<file path="config.mk">
export PLATFORM = sky130hd
export DESIGN_NAME = priority_target_selector_top
export DESIGN_NICKNAME = d
export VERILOG_FILES = /design/src/rtl/pts_pkg.sv /design/src/rtl/priority_target_selector_top.sv /design/src/rtl/pts_cordic.sv /design/src/rtl/pts_sqrt.sv
export SDC_FILE = /design/constraint.sdc
export NUM_CORES = 2
export LEC_CHECK = 0
export ABC_AREA = 0
export BUFFER_PORTS_ARGS = -buffer_cell sky130_fd_sc_hd__buf_2
export CAP_MARGIN = 20
export CORE_ASPECT_RATIO = 1.2
export CORE_MARGIN = 4
export CORE_UTILIZATION = 23
export DETAILED_ROUTE_END_ITERATION = 10
export SLEW_MARGIN = 10
export SYNTH_ARGS = -nofsm -noshare
export SYNTH_HDL_FRONTEND = slang
export SYNTH_SLANG_ARGS = --single-unit
</file>
<file path="constraint.sdc">
create_clock -name aclk -period 9.9 [get_ports aclk]
set_input_delay 0.99 -clock aclk [delete_from_list [all_inputs] [get_ports aclk]]
set_output_delay 0.99 -clock aclk [all_outputs]
set_load 0.01 [all_outputs]
</file>
<file path="src/rtl/pts_pkg.sv">
// ----------------------------------------------------------------------------
// pts_pkg
// Shared types, constants and tables for the priority target selector.
// ----------------------------------------------------------------------------
package pts_pkg;

    localparam int PRIORITY_SLOTS_DEF = 8;
    localparam int CORDIC_STEPS_DEF   = 16;
    localparam int MAX_STEPS          = 24;

    localparam logic [2:0] REG_MIN_CONF  = 3'd0;
    localparam logic [2:0] REG_MAX_DIST  = 3'd1;
    localparam logic [2:0] REG_REF_YAW   = 3'd2;
    localparam logic [2:0] REG_MAX_DEV   = 3'd3;
    localparam logic [2:0] REG_PRIO_IDS  = 3'd4;
    localparam logic [2:0] REG_PRIO_CNT  = 3'd5;

    typedef enum logic [2:0] {
        ST_IDLE,
        ST_CORDIC,
        ST_SQRT,
        ST_DECIDE,
        ST_OUT
    } state_t;

    typedef struct packed {
        logic [3:0]  id;
        logic [15:0] conf;
        logic [15:0] dev;
        logic [16:0] dist_mm;
    } record_t;

    function automatic logic [31:0] atan_lut(input logic [4:0] i);
        logic [31:0] v;
        begin
            unique case (i)
                5'd0:  v = 32'd536870912;
                5'd1:  v = 32'd316933406;
                5'd2:  v = 32'd167458907;
                5'd3:  v = 32'd85004756;
                5'd4:  v = 32'd42667331;
                5'd5:  v = 32'd21354465;
                5'd6:  v = 32'd10679838;
                5'd7:  v = 32'd5340245;
                5'd8:  v = 32'd2670163;
                5'd9:  v = 32'd1335087;
                5'd10: v = 32'd667544;
                5'd11: v = 32'd333772;
                5'd12: v = 32'd166886;
                5'd13: v = 32'd83443;
                5'd14: v = 32'd41722;
                5'd15: v = 32'd20861;
                5'd16: v = 32'd10430;
                5'd17: v = 32'd5215;
                5'd18: v = 32'd2608;
                5'd19: v = 32'd1304;
                5'd20: v = 32'd652;
                5'd21: v = 32'd326;
                5'd22: v = 32'd163;
                5'd23: v = 32'd81;
                default: v = 32'd0;
            endcase
            return v;
        end
    endfunction

endpackage

</file>
<file path="src/rtl/priority_target_selector_top.sv">
// ----------------------------------------------------------------------------
// priority_target_selector_top
// Frame-wise target selection by priority list and least yaw deviation.
// ----------------------------------------------------------------------------
// A track sums the squares of x, y and z, then runs the square root with the
// CORDIC alongside, then a decide state; a new track is taken only once the
// decide state has returned to idle. The result holds until taken; a waiting
// result stalls only the decide state of the next frame's last track.
// Synchronous active-low reset restores the configuration and clears winners.
module priority_target_selector_top import pts_pkg::*; #(
    parameter int PRIORITY_SLOTS = PRIORITY_SLOTS_DEF,
    parameter int CORDIC_STEPS   = CORDIC_STEPS_DEF
) (
    input  logic        aclk,
    input  logic        aresetn,
    input  logic        cfg_we,
    input  logic [2:0]  cfg_addr,
    input  logic [31:0] cfg_wdata,
    input  logic        s_tvalid,
    output logic        s_tready,
    // track_id[3:0], confidence[19:4], pos_x[36:20], pos_y[53:37], pos_z[70:54]
    input  logic [71:0] s_tdata,
    // visible
    input  logic        s_tuser,
    input  logic        s_tlast,
    output logic        m_tvalid,
    input  logic        m_tready,
    // found[0], chosen_id[4:1], chosen_confidence[20:5], yaw_offset[36:21],
    // distance[53:37]
    output logic [55:0] m_tdata
);
    localparam int SLOTS = (PRIORITY_SLOTS > 8) ? 8 : PRIORITY_SLOTS;

    logic [15:0] min_conf_reg, ref_yaw_reg, max_dev_reg;
    logic [16:0] max_dist_reg;
    logic [31:0] prio_ids_reg;
    logic [3:0]  prio_cnt_reg;

    state_t state_reg, state_next;
    logic [3:0]  id_reg;
    logic        vis_reg, last_reg;
    logic [15:0] conf_reg;
    logic signed [16:0] x_reg, y_reg, z_reg;
    logic [35:0] sq_reg;
    logic [15:0] yaw_reg;
    logic        cdone_reg, cdone_next, sdone_reg, sdone_next;

    logic        pv_reg, pv_next, nv_reg, nv_next;
    logic [2:0]  prank_reg, prank_next;
    record_t     prec_reg, prec_next, nrec_reg, nrec_next;
    logic [55:0] out_reg, out_next;
    logic        mval_reg, mval_next;

    logic        accept, c_done, s_done, sq_start, commit;
    logic [15:0] yaw_w, d, dev;
    logic [16:0] root;
    logic [33:0] sx, sy, sz;
    logic [35:0] sq;
    logic [33:0] lim;
    logic        elig, hit;
    logic [2:0]  hrank;
    logic [3:0]  cnt;
    record_t     rec, res;

    logic [1:0] sqp_reg, sqp_next;
    logic signed [16:0] sqop;
    logic signed [33:0] sqe;
    logic [33:0] prod;
    logic [35:0] acc_reg, acc_next;

    assign accept = s_tvalid && s_tready;
    assign s_tready = (state_reg == ST_IDLE);
    assign sq_start = (state_reg == ST_CORDIC) && (sqp_reg == 2'd3);
    assign commit = (state_reg == ST_DECIDE) && !(last_reg && mval_reg && !m_tready);

    pts_cordic #(.CORDIC_STEPS(CORDIC_STEPS)) u_cordic (
        .aclk(aclk), .aresetn(aresetn), .start(accept),
        .x_in(s_tdata[36:20]), .y_in(s_tdata[53:37]),
        .done(c_done), .yaw(yaw_w)
    );

    pts_sqrt u_sqrt (
        .aclk(aclk), .aresetn(aresetn), .start(sq_start),
        .value(sq), .done(s_done), .root(root)
    );

    always_ff @(posedge aclk) begin
        if (!aresetn) begin
            min_conf_reg <= '0; max_dist_reg <= 17'h1FFFF; ref_yaw_reg <= '0;
            max_dev_reg <= 16'd32768; prio_ids_reg <= '0; prio_cnt_reg <= '0;
        end else if (cfg_we) begin
            unique case (cfg_addr)
                REG_MIN_CONF: min_conf_reg <= cfg_wdata[15:0];
                REG_MAX_DIST: max_dist_reg <= cfg_wdata[16:0];
                REG_REF_YAW:  ref_yaw_reg  <= cfg_wdata[15:0];
                REG_MAX_DEV:  max_dev_reg  <= cfg_wdata[15:0];
                REG_PRIO_IDS: prio_ids_reg <= cfg_wdata;
                REG_PRIO_CNT: prio_cnt_reg <= cfg_wdata[3:0];
                default: ;
            endcase
        end
    end

    always_ff @(posedge aclk) begin
        if (accept) begin
            id_reg <= s_tdata[3:0]; conf_reg <= s_tdata[19:4];
            x_reg <= s_tdata[36:20]; y_reg <= s_tdata[53:37];
            z_reg <= s_tdata[70:54]; vis_reg <= s_tuser; last_reg <= s_tlast;
        end
        if (state_reg == ST_CORDIC) sq_reg <= sq;
        if (c_done) yaw_reg <= yaw_w;
    end

    // one squaring per cycle of the CORDIC state, reusing the product slot
    always_comb begin
        unique case (sqp_reg)
            2'd0: sqop = x_reg;
            2'd1: sqop = y_reg;
            default: sqop = z_reg;
        endcase
        sqe = 34'(sqop);
        prod = sqe * sqe;
        sx = prod; sy = '0; sz = '0;
        sq = acc_reg;
        acc_next = acc_reg;
        sqp_next = sqp_reg;
        if (accept) begin
            acc_next = '0; sqp_next = 2'd0;
        end else if (state_reg == ST_CORDIC && sqp_reg != 2'd3) begin
            acc_next = acc_reg + 36'(sx) + 36'(sy) + 36'(sz);
            sqp_next = sqp_reg + 2'd1;
        end
    end

    always_comb begin
        state_next = state_reg;
        cdone_next = cdone_reg;
        sdone_next = sdone_reg;
        unique case (state_reg)
            ST_IDLE:   if (accept) begin
                           state_next = ST_CORDIC; cdone_next = 1'b0;
                           sdone_next = 1'b0;
                       end
            ST_CORDIC: if (sqp_reg == 2'd3) state_next = ST_SQRT;
            ST_SQRT:   begin
                           if (c_done) cdone_next = 1'b1;
                           if (s_done) sdone_next = 1'b1;
                           if ((c_done || cdone_reg) && (s_done || sdone_reg))
                               state_next = ST_DECIDE;
                       end
            ST_DECIDE: if (commit) state_next = ST_IDLE;
            default:   state_next = ST_IDLE;
        endcase
    end

    always_comb begin
        res = '0;
        d = yaw_reg - ref_yaw_reg;
        dev = (d > 16'd32768) ? 16'(17'd65536 - 17'(d)) : d;
        lim = 34'(max_dist_reg) * 34'(max_dist_reg);
        elig = vis_reg && conf_reg >= min_conf_reg && sq_reg <= 36'(lim) &&
               dev <= max_dev_reg;
        rec = '{id: id_reg, conf: conf_reg, dev: dev, dist_mm: root};
        cnt = (prio_cnt_reg > 4'(SLOTS)) ? 4'(SLOTS) : prio_cnt_reg;
        hit = 1'b0; hrank = '0;
        for (int s = SLOTS - 1; s >= 0; s--) begin
            if (4'(s) < cnt && prio_ids_reg[4*s +: 4] == id_reg) begin
                hit = 1'b1; hrank = 3'(s);
            end
        end
        pv_next = pv_reg; prank_next = prank_reg; prec_next = prec_reg;
        nv_next = nv_reg; nrec_next = nrec_reg;
        out_next = out_reg; mval_next = mval_reg;
        if (m_tvalid && m_tready) mval_next = 1'b0;
        if (commit) begin
            if (elig && hit && (!pv_reg || hrank < prank_reg)) begin
                pv_next = 1'b1; prank_next = hrank; prec_next = rec;
            end
            if (elig && (!nv_reg || dev < nrec_reg.dev)) begin
                nv_next = 1'b1; nrec_next = rec;
            end
            if (last_reg) begin
                res = pv_next ? prec_next : (nv_next ? nrec_next : '0);
                out_next = {2'b00, res.dist_mm, res.dev, res.conf, res.id,
                            pv_next || nv_next};
                mval_next = 1'b1;
                pv_next = 1'b0; nv_next = 1'b0; prank_next = '0;
            end
        end
    end

    always_ff @(posedge aclk) begin
        if (!aresetn) begin
            state_reg <= ST_IDLE; pv_reg <= 1'b0; nv_reg <= 1'b0;
            prank_reg <= '0; mval_reg <= 1'b0; cdone_reg <= 1'b0;
            sdone_reg <= 1'b0; sqp_reg <= '0;
        end else begin
            state_reg <= state_next; pv_reg <= pv_next; nv_reg <= nv_next;
            prank_reg <= prank_next; mval_reg <= mval_next;
            cdone_reg <= cdone_next; sdone_reg <= sdone_next; sqp_reg <= sqp_next;
        end
        prec_reg <= prec_next; nrec_reg <= nrec_next;
        out_reg <= out_next; acc_reg <= acc_next;
    end

    assign m_tvalid = mval_reg;
    assign m_tdata  = out_reg;
endmodule

</file>
<file path="src/rtl/pts_cordic.sv">
// ----------------------------------------------------------------------------
// pts_cordic
// Iterative CORDIC vectoring unit, one micro-rotation per cycle.
// ----------------------------------------------------------------------------
module pts_cordic import pts_pkg::*; #(
    parameter int CORDIC_STEPS = CORDIC_STEPS_DEF
) (
    input  logic        aclk,
    input  logic        aresetn,
    input  logic        start,
    input  logic signed [16:0] x_in,
    input  logic signed [16:0] y_in,
    output logic        done,
    output logic [15:0] yaw
);
    localparam int STEPS = (CORDIC_STEPS > MAX_STEPS) ? MAX_STEPS : CORDIC_STEPS;

    logic signed [31:0] x_reg, x_next, y_reg, y_next;
    logic [31:0] z_reg, z_next;
    logic [4:0]  i_reg, i_next;
    logic        run_reg, run_next, zero_reg, zero_next, done_reg, done_next;
    logic signed [31:0] xs, ys, sx, sy;
    logic [31:0] zr;

    always_comb begin
        xs = 32'(x_in) <<< 12;
        ys = 32'(y_in) <<< 12;
        sx = x_reg >>> i_reg;
        sy = y_reg >>> i_reg;
        x_next = x_reg; y_next = y_reg; z_next = z_reg;
        i_next = i_reg; run_next = run_reg; zero_next = zero_reg;
        done_next = 1'b0;
        if (start) begin
            zero_next = (x_in == 17'sd0) && (y_in == 17'sd0);
            run_next  = 1'b1;
            i_next    = 5'd0;
            if (x_in < 0) begin
                x_next = -xs; y_next = -ys; z_next = 32'h8000_0000;
            end else begin
                x_next = xs; y_next = ys; z_next = 32'd0;
            end
        end else if (run_reg) begin
            if (y_reg >= 0) begin
                x_next = x_reg + sy;
                y_next = y_reg - sx;
                z_next = z_reg + atan_lut(i_reg);
            end else begin
                x_next = x_reg - sy;
                y_next = y_reg + sx;
                z_next = z_reg - atan_lut(i_reg);
            end
            i_next = i_reg + 5'd1;
            if (i_reg == 5'(STEPS - 1)) begin
                run_next  = 1'b0;
                done_next = 1'b1;
            end
        end
    end

    always_ff @(posedge aclk) begin
        if (!aresetn) begin
            run_reg <= 1'b0;
            done_reg <= 1'b0;
        end else begin
            run_reg <= run_next;
            done_reg <= done_next;
        end
        x_reg <= x_next; y_reg <= y_next; z_reg <= z_next;
        i_reg <= i_next; zero_reg <= zero_next;
    end

    assign zr   = z_reg + 32'h0000_8000;
    assign done = done_reg;
    assign yaw  = zero_reg ? 16'd0 : zr[31:16];
endmodule

</file>
<file path="src/rtl/pts_sqrt.sv">
// ----------------------------------------------------------------------------
// pts_sqrt
// Iterative integer square root, one result bit per cycle.
// ----------------------------------------------------------------------------
module pts_sqrt import pts_pkg::*; (
    input  logic        aclk,
    input  logic        aresetn,
    input  logic        start,
    input  logic [35:0] value,
    output logic        done,
    output logic [16:0] root
);
    logic [35:0] v_reg, v_next, r_reg, r_next, b_reg, b_next;
    logic        run_reg, run_next, done_reg, done_next;
    logic [35:0] t;

    always_comb begin
        t = r_reg + b_reg;
        v_next = v_reg; r_next = r_reg; b_next = b_reg;
        run_next = run_reg; done_next = 1'b0;
        if (start) begin
            v_next = value; r_next = '0;
            b_next = 36'h4_0000_0000;
            run_next = 1'b1;
        end else if (run_reg) begin
            if (v_reg >= t) begin
                v_next = v_reg - t;
                r_next = (r_reg >> 1) + b_reg;
            end else begin
                r_next = r_reg >> 1;
            end
            b_next = b_reg >> 2;
            if (b_reg == 36'd1) begin
                run_next = 1'b0;
                done_next = 1'b1;
            end
        end
    end

    always_ff @(posedge aclk) begin
        if (!aresetn) begin
            run_reg <= 1'b0;
            done_reg <= 1'b0;
        end else begin
            run_reg <= run_next;
            done_reg <= done_next;
        end
        v_reg <= v_next; r_reg <= r_next; b_reg <= b_next;
    end

    assign done = done_reg;
    assign root = (r_reg[35:17] != '0) ? 17'h1FFFF : r_reg[16:0];
endmodule

</file>
==> summary.txt <==
status: complete, no violations
actual slew at the worst max-slew pin: 1.16 ns
pin count of the biggest net entering global routing: 150
CP max FO: 49
MaxCap Viol Count: 0
vias in the first global route: 49416
row cnt: 210
clock latency on the worst-skew pair: 0.71 ns
grt ovf: 0
max reg flops: 54
Hold Vio Cnt, Final: 0
Synth-to-Final Area Change: 13.1%
EDFF count, synth: 418
HP Class: reg2reg
core area: 273000 um2
WL/cell: 16.7 um
kind of end point of the critical path: flip-flop
Via-to-Cell Ratio: 4.67
critical path class: reg2reg
commonest non-fill, non-tap cell in the layout: inv_1
Post-Syn Area per Cell: 9.34 um2
All-Layer GR Usage: 0.121
Final Max Tran Viols: 0
initial core utilization: 0.232
die span in y: 583 um
post-synthesis sequential area ratio: 0.275
drt total wl: 176000 um
Sink Count: 660
initial antenna violation count: 4
Worst EP required: 10.36 ns
CTS root buf: clkbuf_16
post-route ant nets: 0
DIE AREA: 284000 um2
layout cells sized above 1: 0.101
# fillers: 29284
Syn Std Cell Area: 63300 um2
# DRC: 0
initial drt markers: 3337
Ports: 172
arrival time at the worst endpoint: 9.98 ns
share of synthesized registers carrying an async set or reset: 0
commonest cells after routing, fill and taps aside: 771 x inv_1, 762 x nand2_1, 516 x ha_1, 477 x nor2_1, 469 x fa_1
max_slew headroom: 0.218
Tcrit/Tclk final: 0.961
Worst-path clk slew: 0.06 ns
Final setup viols: 0
Nets: 8000
Slowest Stage Delay on Critical Path: 0.55 ns
hold buffers post-CTS: 0
Fin Clk Skew: 0.0467 ns
crit path launch type: flip-flop
Via Count: 49388
#FFs+latches synth: 660
Cells after Synth: 6780
most frequently used flop master after synthesis: edfxtp_1
HPWL after DPL: 135000 um
TritonCTS Buffers: 77
drt first pass iters: 6
crit path time final: 9.51 ns
synth unique cells: 98
Post-Route Utilization: 0.262
slowest cell on the critical path: or4_1
CTS tree: done
I/O Buffers: 168
CTS H-Tree Depth: 3
Yosys warnings: 0
Achievable Freq: 105 MHz
width of the die: 487 um
first-pass GRT wire length: 278000 um
Max Root-Sink Buffers: 3
RePlAce Congestion: 0.907
per-layer routing:
metal | share of wire | vias up | track usage
li1 | - | 23735 | -
met1 | 0.45 | 24046 | 0.161
met2 | 0.47 | 1332 | 0.205
met3 | 0.055 | 275 | 0.0170
met4 | 0.029 | 0 | 0.0337
met5 | 0 | - | 0
final cells by class:
class,count,area (um2),share of cell area
clock buffers,101,2150,0.0301
inverters,787,2970,0.0415
diodes,6,15.0,0.000210
repair buffers,310,2050,0.0287
multi-input cells,5060,41900,0.586
well taps,3604,4510,0.0630
repair inverters,1,7.51,0.000105
flip-flops and latches,660,17400,0.243
clock inverters,42,547,0.00763
cells in the mapped netlist (18+ instances only):
cell / n / area share
nand2b_1: 56 / 0.0055
o21bai_1: 49 / 0.0058
ha_1: 520 / 0.10
fa_1: 469 / 0.15
or4_1: 21 / 0.0025
nor4_1: 32 / 0.0032
nor3_1: 70 / 0.0055
dfxtp_1: 242 / 0.077
mux2i_1: 96 / 0.015
o211ai_1: 36 / 0.0043
a21o_1: 138 / 0.016
a21oi_1: 394 / 0.031
edfxtp_1: 418 / 0.20
a21boi_0: 81 / 0.0096
o21a_1: 38 / 0.0045
and2_1: 82 / 0.0081
buf_1: 22 / 0.0013
a22o_1: 79 / 0.011
clkbuf_1: 212 / 0.013
or3_1: 35 / 0.0035
a31oi_1: 62 / 0.0061
a211oi_1: 64 / 0.0076
xor2_1: 181 / 0.025
nor2b_1: 52 / 0.0051
buf_2: 18 / 0.0014
or2_2: 19 / 0.0019
nand4_1: 33 / 0.0033
nand3_1: 101 / 0.0080
inv_1: 775 / 0.046
mux4_2: 73 / 0.026
nand2_1: 764 / 0.045
nor2_1: 479 / 0.028
mux2_2: 92 / 0.016
xnor2_1: 279 / 0.039
o21ai_0: 320 / 0.025
o31ai_1: 51 / 0.0060
and3_1: 41 / 0.0041
final timing paths:
check                    end  cells past startpoint  slack (ns)             from
min reg2reg  ref_yaw_reg[14]                      2        0.46  ref_yaw_reg[14]
max              m_tdata[24]                     35        0.39  max_dist_reg[3]
min          ref_yaw_reg[14]                      2        0.46  ref_yaw_reg[14]
max reg2reg      m_tdata[24]                     35        0.39  max_dist_reg[3]
stage by stage:
step / instances / setup TNS [ns] / setup WS [ns] / instance area, um2 / hold WS (ns)
floorplan: 6781 / 0 / 0.203 / 63300 / 0.436
global placement: 10417 / 0 / 0.0550 / 68800 / 0.447
detailed placement: 10418 / -0.000355 / -0.000355 / 68800 / 0.452
CTS: 10561 / 0 / 0.0414 / 71500 / 0.394
global route: 10569 / -0.0236 / -0.0105 / 71600 / 0.405
finish: 10571 / 0 / 0.386 / 71600 / 0.457
kinds of logic after synthesis:
logic type                 after synthesis  share of synthesized area
AOI/OAI and AO/OA                     1501                      0.154
xor gates and xnor gates               460                     0.0636
adders and majority gates              989                      0.251
buffers and inverters                 1061                     0.0649
DFF                                    660                      0.275
muxes                                  265                     0.0592
other                                    1                  0.0000592
and+or+nand+nor                       1843                      0.132
timing repair:
item                                    4_1_cts  5_1_grt
buffers inserted                              0        3
endpoints found under the setup margin        0      163
resized for setup                             0       40
critical path, delay by kind of cell (launching register included):
family,cells,cell delay [ns]
buffers and inverters,8,0.82
AOI/OAI and AO/OA,10,2.11
and+or+nand+nor,7,1.89
DFF,1,0.39
adders and majority gates,8,3.58
muxes,1,0.33
xor gates and xnor gates,1,0.10
Power is not shown: default switching activity piles up to over one toggle a cycle in this logic, so the estimate is an artifact.
